`config.mk`:
```
export PLATFORM = sky130hd
export DESIGN_NAME = hex_string_to_bytes
export DESIGN_NICKNAME = d
export VERILOG_FILES = /design/src/rtl/core/hstb_pkg.sv /design/src/rtl/core/hex_string_to_bytes.sv /design/src/rtl/core/hstb_fifo.sv /design/src/rtl/core/hstb_front.sv /design/src/rtl/core/hstb_back.sv
export SDC_FILE = /design/constraint.sdc
export NUM_CORES = 1
export LEC_CHECK = 0
export BUFFER_PORTS_ARGS = -buffer_cell sky130_fd_sc_hd__buf_4
export CAP_MARGIN = 20
export CORE_MARGIN = 4
export CORE_UTILIZATION = 30
export CTS_CLUSTER_DIAMETER = 120
export DETAILED_ROUTE_END_ITERATION = 8
export SYNTH_ARGS = -nofsm -noshare
export SYNTH_HDL_FRONTEND = slang
export SYNTH_HIERARCHICAL = 1
export SYNTH_SLANG_ARGS = --single-unit
```
`constraint.sdc`:
```
create_clock -name clk -period 6 [get_ports clk]
set_input_delay 0.6 -clock clk [delete_from_list [all_inputs] [get_ports clk]]
set_output_delay 0.6 -clock clk [all_outputs]
set_load 0.01 [all_outputs]
```
`src/rtl/core/hstb_pkg.sv`:
```
// ----------------------------------------------------------------------------
// hstb_pkg
// Shared types, constants and the digit-pairing step for the hex string decoder.
// ----------------------------------------------------------------------------
package hstb_pkg;

    localparam int          MAX_LEN_DEFAULT = 65536;
    localparam int          MID_DEPTH       = 4;
    localparam int          OUT_DEPTH       = 2;
    localparam logic [15:0] IDX_MAX         = 16'hFFFF;

    localparam logic [7:0] CH_ZERO  = 8'h30;
    localparam logic [7:0] CH_NINE  = 8'h39;
    localparam logic [7:0] CH_LA    = 8'h61;
    localparam logic [7:0] CH_LF    = 8'h66;
    localparam logic [7:0] CH_UA    = 8'h41;
    localparam logic [7:0] CH_UF    = 8'h46;
    localparam logic [7:0] CH_LX    = 8'h78;
    localparam logic [7:0] CH_UX    = 8'h58;
    localparam logic [7:0] CH_SPACE = 8'h20;
    localparam logic [7:0] CH_TAB   = 8'h09;
    localparam logic [7:0] CH_CR    = 8'h0D;

    typedef enum logic [1:0] {
        STATUS_OK  = 2'd0,
        STATUS_ODD = 2'd1,
        STATUS_BAD = 2'd2
    } status_t;

    typedef enum logic [1:0] {
        PH_LEAD  = 2'd0,
        PH_FIRST = 2'd1,
        PH_BODY  = 2'd2
    } phase_t;

    typedef struct packed {
        logic [7:0] char_code;
        logic       last_char;
    } in_item_t;

    typedef struct packed {
        logic        byte_valid;
        logic [7:0]  byte_value;
        logic        finished;
        status_t     status;
        logic [15:0] error_index;
    } out_item_t;

    // classified character
    typedef struct packed {
        logic       ws;
        logic       hex_ok;
        logic [3:0] nib;
        logic       is_x;
        logic       last;
    } cls_t;

    typedef struct packed {
        logic        half;
        logic [3:0]  high;
        logic [15:0] pair_start;
        logic        bad;
        logic [15:0] bad_index;
        logic        odd;
    } dstate_t;

    typedef struct packed {
        dstate_t    s;
        logic       got;
        logic [7:0] bval;
    } dstep_t;

    function automatic dstep_t take_digit(dstate_t s, logic ok, logic [3:0] nib,
                                          logic [15:0] idx);
        dstep_t r;
        r      = '0;
        r.s    = s;
        r.s.odd = ~s.odd;
        if (!s.half) begin
            r.s.half = 1'b1;
            if (!s.bad) begin
                r.s.pair_start = idx;
                if (!ok) begin
                    r.s.bad       = 1'b1;
                    r.s.bad_index = idx;
                end else begin
                    r.s.high = nib;
                end
            end
        end else begin
            r.s.half = 1'b0;
            if (!s.bad) begin
                if (!ok) begin
                    r.s.bad       = 1'b1;
                    r.s.bad_index = s.pair_start;
                end else begin
                    r.got  = 1'b1;
                    r.bval = {s.high, nib};
                end
            end
        end
        return r;
    endfunction

endpackage

```
`src/rtl/core/hex_string_to_bytes.sv`:
```
// ----------------------------------------------------------------------------
// hex_string_to_bytes
// Streaming hex text to byte decoder with queue-style ports.
// ----------------------------------------------------------------------------
// Takes one character per cycle while full is low, and returns one result
// per completed byte or per final character. A classified character enters
// a four-entry queue; when the decoder pops it, the decoder updates its state
// and writes any result into a two-entry result queue at the same edge. The
// sustained rate is one character per cycle while results are popped and the
// result queue does not fill. Odd digit count outranks an invalid character;
// on an odd count, bytes already delivered for that string should be discarded.
// The block returns to its initial state after each final character.
module hex_string_to_bytes
    import hstb_pkg::*;
#(
    parameter int MAX_LEN = MAX_LEN_DEFAULT
) (
    input  logic      clk,
    input  logic      rst_n,
    input  logic      push,
    input  in_item_t  item,
    output logic      full,
    input  logic      pop,
    output out_item_t result,
    output logic      empty
);

    logic      cls_push, cls_full, cls_pop, cls_empty;
    cls_t      cls_wr, cls_rd;
    out_item_t res_wr;
    logic      res_push, res_full;

    hstb_front u_front (
        .push     (push),
        .item     (item),
        .full     (full),
        .cls_push (cls_push),
        .cls_item (cls_wr),
        .cls_full (cls_full)
    );

    hstb_fifo #(
        .WIDTH ($bits(cls_t)),
        .DEPTH (MID_DEPTH)
    ) u_mid_q (
        .clk   (clk),
        .rst_n (rst_n),
        .push  (cls_push),
        .wdata (cls_wr),
        .full  (cls_full),
        .pop   (cls_pop),
        .rdata (cls_rd),
        .empty (cls_empty)
    );

    hstb_back #(
        .MAX_LEN (MAX_LEN)
    ) u_back (
        .clk       (clk),
        .rst_n     (rst_n),
        .cls       (cls_rd),
        .cls_empty (cls_empty),
        .cls_pop   (cls_pop),
        .res       (res_wr),
        .res_push  (res_push),
        .res_full  (res_full)
    );

    hstb_fifo #(
        .WIDTH ($bits(out_item_t)),
        .DEPTH (OUT_DEPTH)
    ) u_out_q (
        .clk   (clk),
        .rst_n (rst_n),
        .push  (res_push),
        .wdata (res_wr),
        .full  (res_full),
        .pop   (pop),
        .rdata (result),
        .empty (empty)
    );

endmodule

```
`src/rtl/core/hstb_fifo.sv`:
```
// ----------------------------------------------------------------------------
// hstb_fifo
// Small flip-flop queue with push/full and pop/empty handshakes.
// ----------------------------------------------------------------------------
module hstb_fifo #(
    parameter int WIDTH = 8,
    parameter int DEPTH = 2
) (
    input  logic             clk,
    input  logic             rst_n,
    input  logic             push,
    input  logic [WIDTH-1:0] wdata,
    output logic             full,
    input  logic             pop,
    output logic [WIDTH-1:0] rdata,
    output logic             empty
);

    localparam int AW = (DEPTH > 1) ? $clog2(DEPTH) : 1;
    localparam int CW = $clog2(DEPTH + 1);
    localparam logic [AW-1:0] LAST_PTR = AW'(DEPTH - 1);
    localparam logic [CW-1:0] FULL_CNT = CW'(DEPTH);

    logic [WIDTH-1:0] mem_reg [DEPTH];
    logic [AW-1:0]    wr_ptr_reg, wr_ptr_next;
    logic [AW-1:0]    rd_ptr_reg, rd_ptr_next;
    logic [CW-1:0]    count_reg, count_next;
    logic             do_push, do_pop;

    assign full    = (count_reg == FULL_CNT);
    assign empty   = (count_reg == '0);
    assign do_push = push && !full;
    assign do_pop  = pop && !empty;
    assign rdata   = mem_reg[rd_ptr_reg];

    always_comb
    begin
        wr_ptr_next = wr_ptr_reg;
        rd_ptr_next = rd_ptr_reg;
        count_next  = count_reg;
        if (do_push)
        begin
            wr_ptr_next = (wr_ptr_reg == LAST_PTR) ? '0 : wr_ptr_reg + AW'(1);
        end
        if (do_pop)
        begin
            rd_ptr_next = (rd_ptr_reg == LAST_PTR) ? '0 : rd_ptr_reg + AW'(1);
        end
        if (do_push && !do_pop)
        begin
            count_next = count_reg + CW'(1);
        end
        else if (do_pop && !do_push)
        begin
            count_next = count_reg - CW'(1);
        end
    end

    always_ff @(posedge clk or negedge rst_n)
    begin
        if (!rst_n)
        begin
            wr_ptr_reg <= '0;
            rd_ptr_reg <= '0;
            count_reg  <= '0;
        end
        else
        begin
            wr_ptr_reg <= wr_ptr_next;
            rd_ptr_reg <= rd_ptr_next;
            count_reg  <= count_next;
        end
    end

    always_ff @(posedge clk)
    begin
        if (do_push)
        begin
            mem_reg[wr_ptr_reg] <= wdata;
        end
    end

endmodule

```
`src/rtl/core/hstb_front.sv`:
```
// ----------------------------------------------------------------------------
// hstb_front
// Accepts characters and classifies them: whitespace, hex digit value, x/X.
// ----------------------------------------------------------------------------
module hstb_front
    import hstb_pkg::*;
(
    input  logic     push,
    input  in_item_t item,
    output logic     full,
    output logic     cls_push,
    output cls_t     cls_item,
    input  logic     cls_full
);

    logic [7:0] c;

    assign c        = item.char_code;
    assign full     = cls_full;
    assign cls_push = push;

    always_comb
    begin
        cls_item      = '0;
        cls_item.last = item.last_char;
        cls_item.ws   = (c == CH_SPACE) || (c >= CH_TAB && c <= CH_CR);
        cls_item.is_x = (c == CH_LX) || (c == CH_UX);
        if (c >= CH_ZERO && c <= CH_NINE)
        begin
            cls_item.hex_ok = 1'b1;
            cls_item.nib    = 4'(c - CH_ZERO);
        end
        else if (c >= CH_LA && c <= CH_LF)
        begin
            cls_item.hex_ok = 1'b1;
            cls_item.nib    = 4'(c - CH_LA + 8'd10);
        end
        else if (c >= CH_UA && c <= CH_UF)
        begin
            cls_item.hex_ok = 1'b1;
            cls_item.nib    = 4'(c - CH_UA + 8'd10);
        end
    end

endmodule

```
`src/rtl/core/hstb_back.sv`:
```
// ----------------------------------------------------------------------------
// hstb_back
// Decoder state: prefix handling, held whitespace, digit pairing and status.
// ----------------------------------------------------------------------------
module hstb_back
    import hstb_pkg::*;
#(
    parameter int MAX_LEN = MAX_LEN_DEFAULT
) (
    input  logic      clk,
    input  logic      rst_n,
    input  cls_t      cls,
    input  logic      cls_empty,
    output logic      cls_pop,
    output out_item_t res,
    output logic      res_push,
    input  logic      res_full
);

    localparam logic [15:0] IDX_LIMIT =
        (MAX_LEN - 1 > 65535) ? IDX_MAX : 16'(MAX_LEN - 1);

    phase_t      phase_reg, phase_next;
    logic [15:0] idx_reg, idx_next;
    logic        fvalid_reg, fvalid_next;
    logic [3:0]  fnib_reg, fnib_next;
    dstate_t     ds_reg, ds_next;
    logic        held_reg, held_next;
    logic [15:0] held_idx_reg, held_idx_next;
    logic        held_par_reg, held_par_next;

    logic        step;
    logic        produce;
    logic        got;
    logic [7:0]  bval;
    dstep_t      st;
    dstate_t     s;
    logic        rest;
    status_t     stat;

    always_comb
    begin
        phase_next    = phase_reg;
        fvalid_next   = fvalid_reg;
        fnib_next     = fnib_reg;
        held_next     = held_reg;
        held_idx_next = held_idx_reg;
        held_par_next = held_par_reg;
        s             = ds_reg;
        got           = 1'b0;
        bval          = '0;
        st            = '0;
        rest          = 1'b0;
        stat          = STATUS_OK;

        unique case (phase_reg)
            PH_LEAD:
            begin
                if (!cls.ws)
                begin
                    phase_next   = PH_FIRST;
                    fvalid_next  = cls.hex_ok;
                    fnib_next    = cls.nib;
                    s.pair_start = idx_reg;
                end
            end
            PH_FIRST:
            begin
                phase_next = PH_BODY;
                if (!(fvalid_reg && fnib_reg == 4'd0 && cls.is_x))
                begin
                    st = take_digit(s, fvalid_reg, fnib_reg, s.pair_start);
                    s  = st.s;
                    if (cls.ws)
                    begin
                        held_next     = 1'b1;
                        held_idx_next = idx_reg;
                        held_par_next = 1'b1;
                    end
                    else
                    begin
                        st   = take_digit(s, cls.hex_ok, cls.nib, idx_reg);
                        s    = st.s;
                        got  = st.got;
                        bval = st.bval;
                    end
                end
            end
            PH_BODY:
            begin
                if (cls.ws)
                begin
                    if (!held_reg)
                    begin
                        held_idx_next = idx_reg;
                    end
                    held_next     = 1'b1;
                    held_par_next = ~held_par_reg;
                end
                else
                begin
                    if (held_reg)
                    begin
                        st     = take_digit(s, 1'b0, 4'd0, held_idx_reg);
                        s      = st.s;
                        rest   = ~held_par_reg;
                        s.half = s.half ^ rest;
                        s.odd  = s.odd ^ rest;
                    end
                    held_next     = 1'b0;
                    held_par_next = 1'b0;
                    st            = take_digit(s, cls.hex_ok, cls.nib, idx_reg);
                    s             = st.s;
                    got           = st.got;
                    bval          = st.bval;
                end
            end
            default:
            begin
                phase_next = PH_LEAD;
            end
        endcase

        ds_next  = s;
        idx_next = (idx_reg < IDX_LIMIT) ? idx_reg + 16'd1 : idx_reg;

        if (phase_next == PH_FIRST || s.odd)
        begin
            stat = STATUS_ODD;
        end
        else if (s.bad)
        begin
            stat = STATUS_BAD;
        end

        res             = '0;
        res.byte_valid  = got;
        res.byte_value  = bval;
        res.finished    = cls.last;
        if (cls.last)
        begin
            res.status      = stat;
            res.error_index = (stat == STATUS_BAD) ? s.bad_index : 16'd0;
            phase_next      = PH_LEAD;
            idx_next        = '0;
            fvalid_next     = 1'b0;
            fnib_next       = '0;
            ds_next         = '0;
            held_next       = 1'b0;
            held_idx_next   = '0;
            held_par_next   = 1'b0;
        end

        produce  = got || cls.last;
        cls_pop  = !cls_empty && (!produce || !res_full);
        step     = cls_pop;
        res_push = cls_pop && produce;
    end

    always_ff @(posedge clk or negedge rst_n)
    begin
        if (!rst_n)
        begin
            phase_reg    <= PH_LEAD;
            idx_reg      <= '0;
            fvalid_reg   <= 1'b0;
            fnib_reg     <= '0;
            ds_reg       <= '0;
            held_reg     <= 1'b0;
            held_idx_reg <= '0;
            held_par_reg <= 1'b0;
        end
        else if (step)
        begin
            phase_reg    <= phase_next;
            idx_reg      <= idx_next;
            fvalid_reg   <= fvalid_next;
            fnib_reg     <= fnib_next;
            ds_reg       <= ds_next;
            held_reg     <= held_next;
            held_idx_reg <= held_idx_next;
            held_par_reg <= held_par_next;
        end
    end

endmodule

```
==> results.cfg <==
[yosys]
ys_warn_count = 6
synth_ff_type = dfrtp_1
synth_edf_count = 88
ys_seq_area_frac = 0.501
synthesis.area_sq_um = 9810
syn_avg_cell_area_sq_um = 10.9
synth_cell_types = 90
syn-num-nets = 927
synth-async-reset-ratio = 0.508
syn_inst = 897
ys_ff_latch = 179

[final_layout]
final_cells = 1355
nets = 937
diodes = 0
areaGrowthSynthToFinish_pct = 12.4
drive_gt1_frac = 0.185
largest_reg_flops = 56

[power]
max-vdd-ir-drop_v = 0.000249
pwr_density_cell_nw_per_um2 = 522
total_power_mw = 5.76
p_leak_nw = 4.10

[clock_tree]
cts_root_buf = clkbuf_16
clock_latency_ns = 0.44
cts_tree = built
cts_setup_buffers = 0
cts_buffers = 17
hold_buffers = 0
cts.htree.levels = 4
clk_pin_slew_ns = 0.07
cts_resized = 0
clock_sinks = 179
cts_buffer_depth = 2

[grt]
track_usage = 0.139
grt_antenna_before_repair = 0
grt_pass1_wl_mm = 39.7
grt_pass1_vias = 6951
grt_remaining_overflow = 0
grt_start_max_net_pins = 61

[critical_path]
max_stage_delay_ns = 0.74
critPathMaxFanout = 22
crit_path_start_kind = register
crit_family = simple AND/OR/NAND/NOR gates
rrSetupSlack_ns = 1.53
r2r_start = u_mid_q/rd_ptr_reg[0]$_DFFE_PN0P_
path_cells = mux4_2 -> or2_0 -> nor3_2 -> a211oi_4 -> nor2_4 -> inv_4 -> o31ai_2 -> ha_1 -> inv_1 -> fa_1 -> xor2_1 -> nor2_1 -> xor2_1
arrival_ns = 4.83
end_kind = register
slowest_stage = mux4_2
critPathKind = reg -> reg
crit_required_ns = 6.36
ff2ff_path_depth = 13
regToRegEndpoint = u_mid_q/count_reg[2]$_DFFE_PN0P_
cpMostUsedCell = xor2_1
crit_buf_inv = 2

[die]
dieArea_sq_um = 35700
die_w_um = 189
io-pin-count = 43
fp.coreArea_sq_um = 31900
row_count = 65
initial_core_util = 0.308
fp.dieH_um = 189

[route]
avgRoutedWirePerCell_um = 17.9
routed_via_density = 5.25
detail-route-antenna-nets = 0
routed_wl_mm = 24.2
num_vias = 7110
drtIter0Drc = 661
firstDrtPassIters = 5
drc = 0

[placement]
dp.cells = 1323
io_buffers = 42
dp_hpwl_mm = 16.8
gp_congestion = 0.850

[timing]
hold_viol = 0
fmax_mhz = 224
period_share = 0.745
skew_ns = 0.0105
setup_viol = 0
worst_pin_slew_ns = 1.08
tns_ns = 0
slew_headroom = 0.274
slew_viol_final = 0
finalCriticalPeriod_ns = 4.47
rsz0062_at_grt = no

[worst_hold_path]
hp-class = in -> async

[run]
drv_cap = 0

[run_status]
status = finished, final reports clean
-- layout make-up --
class,count,area [sq um]
fill,3223,20900
sequential,179,4920
multi-input combinational,632,4480
tap,435,544
clock buffer,18,429
timing repair buffer,53,398
clock inverter,14,170
inverter,24,92.6
-- routing by layer --
layer | GRT usage | wire length, um
met4 | 0.0412 | 314
met5 | 0 | 0
met2 | 0.216 | 11100
met3 | 0.0240 | 1300
met1 | 0.200 | 11600
-- worst max-delay path by stage --
stage	startpoint	end	slack, ns	depth (start not counted)
3_5_place_dp	u_mid_q/rd_ptr_reg[0]$_DFFE_PN0P_	u_mid_q/count_reg[2]$_DFFE_PN0P_	1.54	13
6_report	u_mid_q/rd_ptr_reg[0]$_DFFE_PN0P_	u_mid_q/count_reg[2]$_DFFE_PN0P_	1.53	13
2_1_floorplan	u_mid_q/rd_ptr_reg[0]$_DFFE_PN0P_	u_out_q/mem_reg[0][0]$_DFFE_PP_	1.69	12
4_1_cts	u_mid_q/rd_ptr_reg[0]$_DFFE_PN0P_	u_mid_q/count_reg[2]$_DFFE_PN0P_	1.51	13
3_3_place_gp	u_mid_q/rd_ptr_reg[0]$_DFFE_PN0P_	u_mid_q/count_reg[2]$_DFFE_PN0P_	1.62	13
5_1_grt	u_mid_q/rd_ptr_reg[0]$_DFFE_PN0P_	u_mid_q/count_reg[2]$_DFFE_PN0P_	1.13	13
-- metrics by stage --
stage               area [sq um]  utilization  hold slack, ns  setup slack [ns]
global route               11000        0.346           0.122              1.13
finish                     11000        0.346          0.0906              1.53
CTS                        11000        0.346           0.101              1.51
detailed placement         10400        0.327           0.501              1.54
floorplan                   9810            -           0.304              1.69
global placement           10400        0.327           0.501              1.62
-- cell families (layout without fill, tap and decap cells) --
kind of cell / after synthesis / in the layout / synth area share
AND/OR/NAND/NOR: 288 / 288 / 0.151
AO/OA/AOI/OAI: 258 / 258 / 0.193
flip-flops: 179 / 179 / 0.501
buffers and inverters: 86 / 109 / 0.0430
multiplexers: 56 / 56 / 0.0775
adder cells (fa/ha/maj): 17 / 17 / 0.0224
XOR/XNOR: 13 / 13 / 0.0116
-- worst register-to-register path, stage by stage (launching register included) --
cell      delay [ns]
dfrtp_1         0.72
mux4_2          0.74
or2_0           0.37
nor3_2          0.36
a211oi_4        0.21
nor2_4          0.50
inv_4           0.22
o31ai_2         0.17
ha_1            0.26
inv_1           0.06
fa_1            0.37
xor2_1          0.15
nor2_1          0.12
xor2_1          0.16
-- cell usage in the layout (no fill, tap or decap), drive strengths merged, types with 18 or more instances in the layout --
cell type and instances:
inv 29, buf 53, nand2 109, o21ai 68, nor2 62, edfxtp 88, clkbuf 18, a21oi 25
mux2 41, dfrtp 91, a22o 24, nand2b 18
-- report_power, final --
part	internal, mW	total [mW]	switching (mW)
sequential	1.66	1.91	0.243
combinational	1.00	2.72	1.72
clock	0.628	1.13	0.506
-- Yosys cell counts (all sizes together), types with 6 or more instances --
| cell type | count | area share |
|---|---|---|
| edfxtp | 88 | 0.27 |
| ha | 16 | 0.020 |
| mux2 | 41 | 0.052 |
| o22ai | 10 | 0.0064 |
| nand3 | 10 | 0.0051 |
| nor2b | 12 | 0.0084 |
| o31ai | 8 | 0.0066 |
| a22o | 24 | 0.021 |
| or2 | 9 | 0.0057 |
| and3 | 6 | 0.0038 |
| and3b | 8 | 0.0071 |
| o211ai | 14 | 0.011 |
| o22a | 13 | 0.012 |
| dfrtp | 91 | 0.23 |
| xor2 | 9 | 0.0080 |
| clkbuf | 21 | 0.0083 |
| nor3 | 16 | 0.0092 |
| mux4 | 8 | 0.018 |
| o2111ai | 6 | 0.0060 |
| nand2b | 18 | 0.011 |
| nor2 | 62 | 0.027 |
| o221ai | 10 | 0.0096 |
| mux2i | 7 | 0.0071 |
| o311ai | 10 | 0.0089 |
| a31oi | 13 | 0.0083 |
| nand2 | 109 | 0.042 |
| a211oi | 12 | 0.011 |
| nor4 | 6 | 0.0038 |
| and2 | 12 | 0.0076 |
| a21oi | 25 | 0.013 |
| inv | 23 | 0.0091 |
| o21ai | 68 | 0.037 |
| buf | 41 | 0.025 |
No activity file was read; power rests on OpenSTA's default activity.
